### src/hdl/lrsa_pkg.sv
`timescale 1ns / 1ps
// Shared constants, control types and helpers for the logrank score accumulator.
// No dependencies; every module of the block imports this package.
package lrsa_pkg;

  localparam int COUNT_BITS_DEF = 16;
  localparam int FRAC_BITS_DEF  = 16;

  localparam int FIELD_W = 16;   // width of each count field on the input bus
  localparam int CAP_W   = 60;   // E and variance terms clamp at 2^CAP_W-1
  localparam int SCORE_W = 48;   // score width, also its clamp
  localparam int ACC_W   = 48;   // z and v accumulator width
  localparam int MUL_W   = 64;   // multiplier operand width
  localparam int HALF_W  = 32;   // partial product operand width
  localparam int PROD_W  = 128;  // full product width
  localparam int NBITS_W = 8;    // divider step count width

  typedef struct packed {
    logic               start;
    logic               cap48;   // clamp quotient at SCORE_W bits instead of CAP_W
    logic [NBITS_W-1:0] nbits;   // dividend bits to walk, from the top
  } div_ctl_t;

  function automatic int lrsa_max(input int a, input int b);
    return (a > b) ? a : b;
  endfunction

endpackage

### src/hdl/lrsa_mul.sv
`timescale 1ns / 1ps
// Shared 64x64 multiplier built from one 32x32 product per cycle and an accumulator.
// Depends on lrsa_pkg.
module lrsa_mul import lrsa_pkg::*; (
  input  logic              clk,
  input  logic              rst_n,
  input  logic              start,
  input  logic [MUL_W-1:0]  op_a,
  input  logic [MUL_W-1:0]  op_b,
  output logic              done,
  output logic [PROD_W-1:0] prod
);

  logic [MUL_W-1:0]  a_r, a_nxt;
  logic [MUL_W-1:0]  b_r, b_nxt;
  logic [1:0]        k_r, k_nxt;
  logic              iss_r, iss_nxt;
  logic [MUL_W-1:0]  pp_r, pp_nxt;
  logic [1:0]        sh_r, sh_nxt;
  logic              ppv_r, ppv_nxt;
  logic              ppl_r, ppl_nxt;
  logic [PROD_W-1:0] acc_r, acc_nxt;
  logic              done_r, done_nxt;

  logic [HALF_W-1:0] ah, bh;
  logic [PROD_W-1:0] pp_sh;

  assign ah = k_r[1] ? a_r[MUL_W-1:HALF_W] : a_r[HALF_W-1:0];
  assign bh = k_r[0] ? b_r[MUL_W-1:HALF_W] : b_r[HALF_W-1:0];

  always_comb begin
    case (sh_r)
      2'd0: pp_sh = PROD_W'(pp_r);
      2'd1: pp_sh = {{HALF_W{1'b0}}, pp_r, {HALF_W{1'b0}}};
      2'd2: pp_sh = {pp_r, {MUL_W{1'b0}}};
      default: pp_sh = '0;
    endcase
  end

  always_comb begin
    a_nxt    = a_r;
    b_nxt    = b_r;
    k_nxt    = k_r;
    iss_nxt  = iss_r;
    pp_nxt   = pp_r;
    sh_nxt   = sh_r;
    ppv_nxt  = 1'b0;
    ppl_nxt  = 1'b0;
    acc_nxt  = acc_r;
    done_nxt = 1'b0;
    if (start) begin
      a_nxt   = op_a;
      b_nxt   = op_b;
      k_nxt   = '0;
      iss_nxt = 1'b1;
      acc_nxt = '0;
    end else begin
      // issue one partial product per cycle
      if (iss_r) begin
        pp_nxt  = MUL_W'(ah) * MUL_W'(bh);
        sh_nxt  = {1'b0, k_r[1]} + {1'b0, k_r[0]};
        ppv_nxt = 1'b1;
        ppl_nxt = (k_r == 2'd3);
        k_nxt   = k_r + 2'd1;
        if (k_r == 2'd3) begin
          iss_nxt = 1'b0;
        end
      end
      // fold the registered partial product into the sum
      if (ppv_r) begin
        acc_nxt = acc_r + pp_sh;
        if (ppl_r) begin
          done_nxt = 1'b1;
        end
      end
    end
  end

  always_ff @(posedge clk) begin
    if (!rst_n) begin
      k_r    <= '0;
      iss_r  <= 1'b0;
      ppv_r  <= 1'b0;
      ppl_r  <= 1'b0;
      done_r <= 1'b0;
    end else begin
      k_r    <= k_nxt;
      iss_r  <= iss_nxt;
      ppv_r  <= ppv_nxt;
      ppl_r  <= ppl_nxt;
      done_r <= done_nxt;
    end
  end

  always_ff @(posedge clk) begin
    a_r   <= a_nxt;
    b_r   <= b_nxt;
    pp_r  <= pp_nxt;
    sh_r  <= sh_nxt;
    acc_r <= acc_nxt;
  end

  assign done = done_r;
  assign prod = acc_r;

endmodule

### src/hdl/lrsa_div.sv
`timescale 1ns / 1ps
// Shared restoring divider, one quotient bit per cycle, with a clamped quotient.
// Depends on lrsa_pkg.
module lrsa_div import lrsa_pkg::*; #(
  parameter int DW = 96,
  parameter int VW = 48
) (
  input  logic             clk,
  input  logic             rst_n,
  input  div_ctl_t         ctl,
  input  logic [DW-1:0]    dividend,
  input  logic [VW-1:0]    divisor,
  output logic             done,
  output logic [CAP_W-1:0] quo
);

  localparam int QW = CAP_W + 1;
  localparam int IW = $clog2(DW);

  logic [DW-1:0] dvd_r, dvd_nxt;
  logic [VW-1:0] dvs_r, dvs_nxt;
  logic [VW-1:0] rem_r, rem_nxt;
  logic [QW-1:0] q_r, q_nxt;
  logic          ovf_r, ovf_nxt;
  logic [IW-1:0] cnt_r, cnt_nxt;
  logic          cap48_r, cap48_nxt;
  logic          busy_r, busy_nxt;
  logic          done_r, done_nxt;

  logic [VW:0]        rem_sh;
  logic [VW:0]        diff;
  logic               ge;
  logic [NBITS_W-1:0] nbits_m1;
  logic               sat60, sat48;

  assign rem_sh   = {rem_r, dvd_r[cnt_r]};
  assign diff     = rem_sh - {1'b0, dvs_r};
  assign ge       = (rem_sh >= {1'b0, dvs_r});
  assign nbits_m1 = ctl.nbits - NBITS_W'(1);

  always_comb begin
    dvd_nxt   = dvd_r;
    dvs_nxt   = dvs_r;
    rem_nxt   = rem_r;
    q_nxt     = q_r;
    ovf_nxt   = ovf_r;
    cnt_nxt   = cnt_r;
    cap48_nxt = cap48_r;
    busy_nxt  = busy_r;
    done_nxt  = 1'b0;
    if (ctl.start) begin
      dvd_nxt   = dividend;
      dvs_nxt   = divisor;
      rem_nxt   = '0;
      q_nxt     = '0;
      ovf_nxt   = 1'b0;
      cnt_nxt   = nbits_m1[IW-1:0];
      cap48_nxt = ctl.cap48;
      busy_nxt  = 1'b1;
    end else if (busy_r) begin
      rem_nxt = ge ? diff[VW-1:0] : rem_sh[VW-1:0];
      q_nxt   = {q_r[QW-2:0], ge};
      // a set bit leaving the quotient register means it is past any clamp
      ovf_nxt = ovf_r | q_r[QW-1];
      cnt_nxt = cnt_r - IW'(1);
      if (cnt_r == '0) begin
        busy_nxt = 1'b0;
        done_nxt = 1'b1;
      end
    end
  end

  always_ff @(posedge clk) begin
    if (!rst_n) begin
      busy_r <= 1'b0;
      done_r <= 1'b0;
    end else begin
      busy_r <= busy_nxt;
      done_r <= done_nxt;
    end
  end

  always_ff @(posedge clk) begin
    dvd_r   <= dvd_nxt;
    dvs_r   <= dvs_nxt;
    rem_r   <= rem_nxt;
    q_r     <= q_nxt;
    ovf_r   <= ovf_nxt;
    cnt_r   <= cnt_nxt;
    cap48_r <= cap48_nxt;
  end

  assign sat60 = ovf_r | q_r[CAP_W];
  assign sat48 = ovf_r | (|q_r[CAP_W:SCORE_W]);

  always_comb begin
    if (cap48_r) begin
      quo = sat48 ? CAP_W'({SCORE_W{1'b1}}) : CAP_W'(q_r[SCORE_W-1:0]);
    end else begin
      quo = sat60 ? {CAP_W{1'b1}} : q_r[CAP_W-1:0];
    end
  end

  assign done = done_r;

endmodule

### src/hdl/logrank_score_accumulator_core.sv
`timescale 1ns / 1ps
// Two-sample logrank score accumulator: one failure time point per input transaction,
// score Z*Z/V on the point marked with tlast. A sequencer drives the shared
// multiplier and divider one step at a time. Depends on lrsa_pkg, lrsa_mul, lrsa_div.
//
// Input channel in_*: one transaction per time point; tlast marks the final point.
// Output channel out_*: one transaction per final point, score in tdata, the
// variance-positive flag in tuser. Other points produce no output.
// Work per point: a point with zero at risk runs one product before the update;
// at risk of one adds the E division; a regular point also runs the variance
// products and the term division. The final point adds the Z*Z product and
// score division (skipped when the variance is zero), and skips its own term
// when its failures are one or less. The divider is radix-2 (one quotient bit
// per cycle) and the multiplier takes four 32x32 partial products per product.
// in_tready is high only while the sequencer is idle; one point is in flight.
// The result sits in an output register, so the next point is accepted while
// a score waits; if the receiver still stalls when the next score is ready,
// the sequencer holds that score until the register frees.
// Reset clears the accumulators, the sequencer and out_tvalid.
module logrank_score_accumulator_core import lrsa_pkg::*; #(
  parameter int COUNT_BITS = COUNT_BITS_DEF,
  parameter int FRAC_BITS  = FRAC_BITS_DEF
) (
  input  logic                 clk,
  input  logic                 rst_n,
  input  logic                 in_tvalid,
  output logic                 in_tready,
  input  logic [4*FIELD_W-1:0] in_tdata,   // total_events, total_at_risk, left_events, left_at_risk
  input  logic                 in_tlast,   // last_point
  output logic                 out_tvalid,
  input  logic                 out_tready,
  output logic [SCORE_W-1:0]   out_tdata,  // score
  output logic [0:0]           out_tuser   // score_valid
);

  localparam int CW    = COUNT_BITS;
  localparam int FB    = FRAC_BITS;
  localparam int PW    = 2 * CW;
  localparam int E_DW  = PW + FB;
  localparam int DW    = lrsa_max(CAP_W + PW, 2 * SCORE_W);
  localparam int VW    = lrsa_max(PW, ACC_W);
  localparam int XW    = FIELD_W + CW;
  localparam int SUM_W = 64;

  typedef enum logic [11:0] {
    S_IDLE = 12'b0000_0000_0001,
    S_MOR  = 12'b0000_0000_0010,
    S_DE   = 12'b0000_0000_0100,
    S_MNN  = 12'b0000_0000_1000,
    S_MFF  = 12'b0000_0001_0000,
    S_MEF  = 12'b0000_0010_0000,
    S_DT   = 12'b0000_0100_0000,
    S_UPD  = 12'b0000_1000_0000,
    S_FIN  = 12'b0001_0000_0000,
    S_MZZ  = 12'b0010_0000_0000,
    S_DS   = 12'b0100_0000_0000,
    S_EMIT = 12'b1000_0000_0000
  } state_t;

  state_t state_r, state_nxt;
  logic   launched_r, launched_nxt;

  logic [CW-1:0]    o_r, o_nxt;
  logic [CW-1:0]    n_r, n_nxt;
  logic [CW-1:0]    l_r, l_nxt;
  logic [CW-1:0]    r_r, r_nxt;
  logic             last_r, last_nxt;
  logic [CAP_W-1:0] e_r, e_nxt;
  logic [PW-1:0]    nn_r, nn_nxt;
  logic [PW-1:0]    ff_r, ff_nxt;
  logic [ACC_W-1:0] z_r, z_nxt;
  logic [ACC_W-1:0] v_r, v_nxt;
  logic             zv_r, zv_nxt;

  logic               out_tvalid_r, out_tvalid_nxt;
  logic [SCORE_W-1:0] out_tdata_r, out_tdata_nxt;
  logic               out_tuser_r, out_tuser_nxt;

  // input fields taken in their low CW bits
  logic [XW-1:0] o_x, n_x, l_x, r_x;
  logic [CW-1:0] o_in, n_in, l_in, r_in;

  assign o_x  = {{CW{1'b0}}, in_tdata[FIELD_W-1:0]};
  assign n_x  = {{CW{1'b0}}, in_tdata[2*FIELD_W-1:FIELD_W]};
  assign l_x  = {{CW{1'b0}}, in_tdata[3*FIELD_W-1:2*FIELD_W]};
  assign r_x  = {{CW{1'b0}}, in_tdata[4*FIELD_W-1:3*FIELD_W]};
  assign o_in = o_x[CW-1:0];
  assign n_in = n_x[CW-1:0];
  assign l_in = l_x[CW-1:0];
  assign r_in = r_x[CW-1:0];

  // shared units
  logic              mul_start, mul_done;
  logic [MUL_W-1:0]  mul_a, mul_b;
  logic [PROD_W-1:0] mul_prod;
  div_ctl_t          div_ctl;
  logic [DW-1:0]     div_dvd;
  logic [VW-1:0]     div_dvs;
  logic              div_done;
  logic [CAP_W-1:0]  div_quo;

  lrsa_mul u_mul (
    .clk   (clk),
    .rst_n (rst_n),
    .start (mul_start),
    .op_a  (mul_a),
    .op_b  (mul_b),
    .done  (mul_done),
    .prod  (mul_prod)
  );

  lrsa_div #(
    .DW (DW),
    .VW (VW)
  ) u_div (
    .clk      (clk),
    .rst_n    (rst_n),
    .ctl      (div_ctl),
    .dividend (div_dvd),
    .divisor  (div_dvs),
    .done     (div_done),
    .quo      (div_quo)
  );

  // per-point factors
  logic [CW-1:0]    fo, fr;
  logic [E_DW-1:0]  dvd_e;
  logic [ACC_W-1:0] za;
  logic [CAP_W-1:0] term;

  assign fo    = (n_r > o_r) ? (n_r - o_r) : '0;
  assign fr    = (n_r > r_r) ? (n_r - r_r) : '0;
  assign dvd_e = {mul_prod[PW-1:0], {FB{1'b0}}};
  assign za    = z_r[ACC_W-1] ? (~z_r + ACC_W'(1)) : z_r;
  assign term  = (n_r > CW'(1)) ? div_quo : '0;

  // z and v update
  logic [SUM_W-1:0]  zt;
  logic [CAP_W:0]    vt;
  logic              z_fits;

  assign zt     = {{(SUM_W-ACC_W){z_r[ACC_W-1]}}, z_r}
                + SUM_W'({l_r, {FB{1'b0}}}) - SUM_W'(e_r);
  assign z_fits = (zt[SUM_W-1:ACC_W-1] == '0) || (zt[SUM_W-1:ACC_W-1] == '1);
  assign vt     = (CAP_W+1)'(v_r) + (CAP_W+1)'(term);

  // unit operand selection
  always_comb begin
    mul_a = '0;
    mul_b = '0;
    case (state_r)
      S_MOR: begin
        mul_a = MUL_W'(o_r);
        mul_b = MUL_W'(r_r);
      end
      S_MNN: begin
        mul_a = MUL_W'(n_r);
        mul_b = MUL_W'(n_r - CW'(1));
      end
      S_MFF: begin
        mul_a = MUL_W'(fo);
        mul_b = MUL_W'(fr);
      end
      S_MEF: begin
        mul_a = MUL_W'(e_r);
        mul_b = MUL_W'(ff_r);
      end
      S_MZZ: begin
        mul_a = MUL_W'(za);
        mul_b = MUL_W'(za);
      end
      default: begin
        mul_a = '0;
        mul_b = '0;
      end
    endcase
  end

  always_comb begin
    div_dvd = '0;
    div_dvs = '0;
    div_ctl = '0;
    case (state_r)
      S_DE: begin
        div_dvd       = DW'(dvd_e);
        div_dvs       = VW'(n_r);
        div_ctl.nbits = NBITS_W'(E_DW);
      end
      S_DT: begin
        div_dvd       = mul_prod[DW-1:0];
        div_dvs       = VW'(nn_r);
        div_ctl.nbits = NBITS_W'(CAP_W + PW);
      end
      S_DS: begin
        div_dvd       = mul_prod[DW-1:0];
        div_dvs       = VW'(v_r);
        div_ctl.nbits = NBITS_W'(2 * SCORE_W);
        div_ctl.cap48 = 1'b1;
      end
      default: begin
        div_dvd = '0;
        div_dvs = '0;
      end
    endcase
    div_ctl.start = !launched_r && ((state_r == S_DE) || (state_r == S_DT) || (state_r == S_DS));
  end

  assign mul_start = !launched_r && ((state_r == S_MOR) || (state_r == S_MNN) ||
                                     (state_r == S_MFF) || (state_r == S_MEF) ||
                                     (state_r == S_MZZ));

  // sequencer
  always_comb begin
    state_nxt      = state_r;
    launched_nxt   = launched_r;
    o_nxt          = o_r;
    n_nxt          = n_r;
    l_nxt          = l_r;
    r_nxt          = r_r;
    last_nxt       = last_r;
    e_nxt          = e_r;
    nn_nxt         = nn_r;
    ff_nxt         = ff_r;
    z_nxt          = z_r;
    v_nxt          = v_r;
    zv_nxt         = zv_r;
    out_tvalid_nxt = out_tvalid_r && !out_tready;
    out_tdata_nxt  = out_tdata_r;
    out_tuser_nxt  = out_tuser_r;

    if (mul_start || div_ctl.start) begin
      launched_nxt = 1'b1;
    end

    case (state_r)
      S_IDLE: begin
        if (in_tvalid) begin
          o_nxt    = o_in;
          n_nxt    = n_in;
          l_nxt    = l_in;
          r_nxt    = r_in;
          last_nxt = in_tlast;
          // a final point with at most one failure adds no term
          if (in_tlast && !(o_in > CW'(1))) begin
            state_nxt = S_FIN;
          end else begin
            state_nxt = S_MOR;
          end
        end
      end
      S_MOR: begin
        if (mul_done) begin
          launched_nxt = 1'b0;
          if (n_r == '0) begin
            e_nxt     = '0;
            state_nxt = S_UPD;
          end else begin
            state_nxt = S_DE;
          end
        end
      end
      S_DE: begin
        if (div_done) begin
          launched_nxt = 1'b0;
          e_nxt        = div_quo;
          state_nxt    = (n_r > CW'(1)) ? S_MNN : S_UPD;
        end
      end
      S_MNN: begin
        if (mul_done) begin
          launched_nxt = 1'b0;
          nn_nxt       = mul_prod[PW-1:0];
          state_nxt    = S_MFF;
        end
      end
      S_MFF: begin
        if (mul_done) begin
          launched_nxt = 1'b0;
          ff_nxt       = mul_prod[PW-1:0];
          state_nxt    = S_MEF;
        end
      end
      S_MEF: begin
        if (mul_done) begin
          launched_nxt = 1'b0;
          state_nxt    = S_DT;
        end
      end
      S_DT: begin
        if (div_done) begin
          launched_nxt = 1'b0;
          state_nxt    = S_UPD;
        end
      end
      S_UPD: begin
        if (z_fits) begin
          z_nxt = zt[ACC_W-1:0];
        end else begin
          z_nxt = zt[SUM_W-1] ? {1'b1, {(ACC_W-1){1'b0}}} : {1'b0, {(ACC_W-1){1'b1}}};
        end
        v_nxt     = (|vt[CAP_W:ACC_W]) ? {ACC_W{1'b1}} : vt[ACC_W-1:0];
        state_nxt = last_r ? S_FIN : S_IDLE;
      end
      S_FIN: begin
        zv_nxt    = (v_r == '0);
        state_nxt = (v_r == '0) ? S_EMIT : S_MZZ;
      end
      S_MZZ: begin
        if (mul_done) begin
          launched_nxt = 1'b0;
          state_nxt    = S_DS;
        end
      end
      S_DS: begin
        if (div_done) begin
          launched_nxt = 1'b0;
          state_nxt    = S_EMIT;
        end
      end
      S_EMIT: begin
        // hold until the output register is free
        if (!out_tvalid_r || out_tready) begin
          out_tvalid_nxt = 1'b1;
          out_tdata_nxt  = zv_r ? '0 : div_quo[SCORE_W-1:0];
          out_tuser_nxt  = !zv_r;
          z_nxt          = '0;
          v_nxt          = '0;
          state_nxt      = S_IDLE;
        end
      end
      default: begin
        state_nxt    = S_IDLE;
        launched_nxt = 1'b0;
      end
    endcase
  end

  always_ff @(posedge clk) begin
    if (!rst_n) begin
      state_r      <= S_IDLE;
      launched_r   <= 1'b0;
      z_r          <= '0;
      v_r          <= '0;
      out_tvalid_r <= 1'b0;
    end else begin
      state_r      <= state_nxt;
      launched_r   <= launched_nxt;
      z_r          <= z_nxt;
      v_r          <= v_nxt;
      out_tvalid_r <= out_tvalid_nxt;
    end
  end

  always_ff @(posedge clk) begin
    o_r         <= o_nxt;
    n_r         <= n_nxt;
    l_r         <= l_nxt;
    r_r         <= r_nxt;
    last_r      <= last_nxt;
    e_r         <= e_nxt;
    nn_r        <= nn_nxt;
    ff_r        <= ff_nxt;
    zv_r        <= zv_nxt;
    out_tdata_r <= out_tdata_nxt;
    out_tuser_r <= out_tuser_nxt;
  end

  assign in_tready  = (state_r == S_IDLE);
  assign out_tvalid = out_tvalid_r;
  assign out_tdata  = out_tdata_r;
  assign out_tuser  = out_tuser_r;

endmodule

### config.mk
export PLATFORM = sky130hd
export DESIGN_NAME = logrank_score_accumulator_core
export DESIGN_NICKNAME = d
export VERILOG_FILES = /design/src/hdl/lrsa_pkg.sv /design/src/hdl/lrsa_mul.sv /design/src/hdl/lrsa_div.sv /design/src/hdl/logrank_score_accumulator_core.sv
export SDC_FILE = /design/constraint.sdc
export NUM_CORES = 2
export LEC_CHECK = 0
export ABC_AREA = 1
export BUFFER_PORTS_ARGS = -buffer_cell sky130_fd_sc_hd__buf_2
export CORE_MARGIN = 3
export CORE_UTILIZATION = 45
export CTS_BUF_LIST = sky130_fd_sc_hd__clkbuf_16
export DETAILED_ROUTE_END_ITERATION = 8
export GPL_TIMING_DRIVEN = 0
export PLACE_DENSITY_LB_ADDON = 0.1
export RECOVER_POWER = 25
export SLEW_MARGIN = 20
export SYNTH_ARGS = -nofsm -noshare
export SYNTH_HDL_FRONTEND = slang
export SYNTH_SLANG_ARGS = --single-unit
### constraint.sdc
create_clock -name clk -period 22.9 [get_ports clk]
set_input_delay 0 -clock clk [delete_from_list [all_inputs] [get_ports clk]]
set_output_delay 0 -clock clk [all_outputs]
set_load 0.02 [all_outputs]
==> impl_metrics.tcl <==
set metrics [dict create \
    worstPathRequired_ps 23430 \
    worst_path_dominant_cell_family "adder cells" \
    final.setup_skew_ps 57.9 \
    synth_commonest_cells "sky130_fd_sc_hd__inv_1 (2517), sky130_fd_sc_hd__nand2_1 (2337), sky130_fd_sc_hd__nor2_1 (1438)" \
    first_pass_grt_wire_length_mm 577 \
    portBuffers 119 \
    arrival_ps 11910 \
    final_worst_path_cycle_share_pct 49.7 \
    aggregate_negative_setup_slack_ps 0 \
    finish.net_count 14032 \
    synth.ff_latch_count 890 \
    timing.max_slew.rel_slack_pct -1.14 \
    drt_first_pass_iters 6 \
    grt_setup_unrepaired "no" \
    post-synth-top-count-cell "sky130_fd_sc_hd__inv_1" \
    synthesized_instance_count 12086 \
    worst-slew-pin-transition_ps 1520 \
    area_growth_syn_to_layout_pct 9.65 \
    maxSlewViolCount 31 \
    netlist.area_leader.share_pct 19.9 \
    grt_remaining_overflow 0 \
    final_layout_size_suffix_gt1_share_pct 3.34 \
    cp.buffers_inverters 11 \
    cts_post_setup_buffers_inserted 0 \
    initial_utilization_pct 45.5 \
    drt_first_iter_violations 9985 \
    setup.worst_path.class "reg2reg" \
    die_y_um 459 \
    filler_cell_count 20675 \
    route.antenna.remaining_nets 0 \
    crit_path_max_fanout 10 \
    maximum_number_of_pins_on_one_net_before_global_route_repair 86 \
    critPathSlowestCell "sky130_fd_sc_hd__clkbuf_1" \
    detail_route.wirelength_mm 402 \
    finalSetupViolCount 0 \
    yosysTopAreaCell "sky130_fd_sc_hd__fa_1" \
    synth.cell_area_mm2 0.0924 \
    route.detailed.drc 0 \
    cts.path.max_buffers 3 \
    floorplan.die_area_mm2 0.211 \
    cts.sinks 890 \
    synth_top_cells_by_area "sky130_fd_sc_hd__fa_1 (20%), sky130_fd_sc_hd__edfxtp_1 (18%), sky130_fd_sc_hd__inv_1 (10%), sky130_fd_sc_hd__nand2_1 (9.5%), sky130_fd_sc_hd__ha_1 (8.1%)" \
    hold_viol_final 0 \
    clock_insertion_delay_worst_skew_ps 790 \
    min_path_type "in2reg" \
    async_flop_share_pct 0 \
    clk_pin_slew_worst_paths_ps 70 \
    max_cap_viol_count 2 \
    status "finished with violations" \
    post_drt_wl_per_cell_um 26.4 \
    tritoncts_clock_tree "done" \
    die_x_um 459 \
    critPathCaptureType "register" \
    violations_in_the_final_reports "capacitance limit, slew limit" \
    num_vias 85972 \
    core.rowCount 165 \
    vias_per_cell 5.65 \
    grt_pass1_vias 84209 \
    numCtsBuffers 103 \
    worstSetupStartpointType "register" \
    max_freq_mhz 87.9 \
    top_reg_cell_synth "sky130_fd_sc_hd__edfxtp_1" \
    cts_root_buffer "sky130_fd_sc_hd__clkbuf_16" \
    post_synth_edffs 566 \
    min_period_ps 11380 \
    clock_tree.htree_level_count 3 \
    yosysWarningCount 0 \
    yosysSeqAreaShare_pct 25.4 \
    synth_area_per_cell_um2 7.64 \
    num_io_pins 120 \
    mapped_nets 13668 \
    place_hpwl_mm 338 \
    core_outline_area_mm2 0.203 \
    grt_use_total_pct 37.8 \
    synth.distinct_cells 74 \
    antenna_found_initial 13 \
    place.gp.congestion 1.04 \
    cpPeakStageDelay_ps 930 \
]
-- final cells by class --
class | instances | area, um^2 | area share [%]
inverter | 2543 | 9550 | 9.43
tap | 2672 | 3340 | 3.30
clock inverter | 89 | 838 | 0.828
timing repair buffer | 259 | 1970 | 1.95
clock buffer | 105 | 2630 | 2.59
buffer | 396 | 1650 | 1.63
sequential | 890 | 23500 | 23.2
multi-input combinational | 8257 | 57800 | 57.1
antenna | 7 | 17.5 | 0.0173
-- worst register-to-register path: cells and delay by family (launching register included) --
| family | cells | cell delay (ps) |
|---|---|---|
| buffers and inverters | 11 | 2960 |
| DFF | 1 | 560 |
| adders and majority gates | 9 | 4960 |
| xor gates and xnor gates | 1 | 310 |
| and+or+nand+nor | 5 | 1070 |
| AOI/OAI and AO/OA | 4 | 1310 |
-- layout by cell type (no fill, tap or decap), types with 167 or more instances in the layout --
| cell | netlist | routed |
|---|---|---|
| sky130_fd_sc_hd__nand2_1 | 2337 | 2338 |
| sky130_fd_sc_hd__nor2_1 | 1438 | 1436 |
| sky130_fd_sc_hd__ha_1 | 595 | 595 |
| sky130_fd_sc_hd__edfxtp_1 | 566 | 566 |
| sky130_fd_sc_hd__inv_1 | 2517 | 2535 |
| sky130_fd_sc_hd__dfxtp_1 | 324 | 324 |
| sky130_fd_sc_hd__clkbuf_1 | 336 | 418 |
| sky130_fd_sc_hd__a21oi_1 | 815 | 813 |
| sky130_fd_sc_hd__o22ai_1 | 185 | 185 |
| sky130_fd_sc_hd__fa_1 | 918 | 918 |
| sky130_fd_sc_hd__xor2_1 | 167 | 167 |
| sky130_fd_sc_hd__o21ai_0 | 524 | 522 |
| sky130_fd_sc_hd__nand3_1 | 333 | 333 |
-- per-stage QoR --
| step | std cells | utilization, % | hold slack (ps) | worst slack [ps] | cell area [um^2] |
|---|---|---|---|---|---|
| 2_1_floorplan | 12086 | - | 68.9 | 15030 | 92400 |
| 3_3_place_gp | 14877 | 47.4 | 177 | 11260 | 96300 |
| 3_5_place_dp | 14896 | 47.7 | 178 | 11860 | 96800 |
| 4_1_cts | 15211 | 50.0 | 54.4 | 11780 | 101000 |
| 5_1_grt | 15211 | 49.8 | 188 | 11270 | 101000 |
| 6_report | 15218 | 49.8 | 199 | 11520 | 101000 |
-- per-layer routing --
| layer | global-route usage, % | wire length [um] |
|---|---|---|
| met1 | 52.4 | 170000 |
| met2 | 57.7 | 174000 |
| met3 | 6.82 | 37300 |
| met4 | 16.5 | 20900 |
| met5 | 0 | 69 |
-- registers in the layout (all words and copies together) (netlist names), 2 cells and up --
register     cells
out_tdata       48
u_div.rem_r     48
u_mul.pp_r      64
u_div.cnt_r      7
u_mul.k_r        2
u_mul.a_r       60
u_div.q_r       61
ff_r            32
nn_r            32
u_mul.b_r       49
n_r             16
u_mul.sh_r       2
l_r             16
r_r             16
z_r             48
state_r         12
u_div.dvd_r     96
e_r             60
v_r             48
u_mul.prod      96
u_div.dvs_r     48
o_r             16
-- worst paths after layout --
| kind | depth (start not counted) | to | startpoint | slack [ps] |
|---|---|---|---|---|
| worst max-delay path | 30 | u_mul.pp_r[37] | u_mul.k_r[1] | 11520 |
| worst min-delay path | 2 | r_r[6] | in_tdata[54] | 200 |
| worst max register to register | 30 | u_mul.pp_r[37] | u_mul.k_r[1] | 11520 |
| worst min register to register | 2 | u_mul.done | u_mul.ppl_r | 450 |
-- repair_timing --
item                      4_1_cts  5_1_grt
resized for setup               0        0
hold buffers                  121        0
hold endpoints to repair      135        0
-- cell families (layout without fill, tap and decap cells) --
group | count (synthesis) | count (layout) | share of synthesized area (%)
AOI/OAI and AO/OA | 1928 | 1928 | 11.7
buffers and inverters | 2939 | 3392 | 12.1
other | 0 | 7 | 0
muxes | 6 | 6 | 0.0650
adders and majority gates | 1513 | 1513 | 28.0
and+or+nand+nor | 4511 | 4511 | 19.9
DFF | 890 | 890 | 25.4
xor gates and xnor gates | 299 | 299 | 2.84
Power is left out: the tool's default activity adds up to more than one toggle a clock period on the data nets, which glitch-free logic cannot reach.
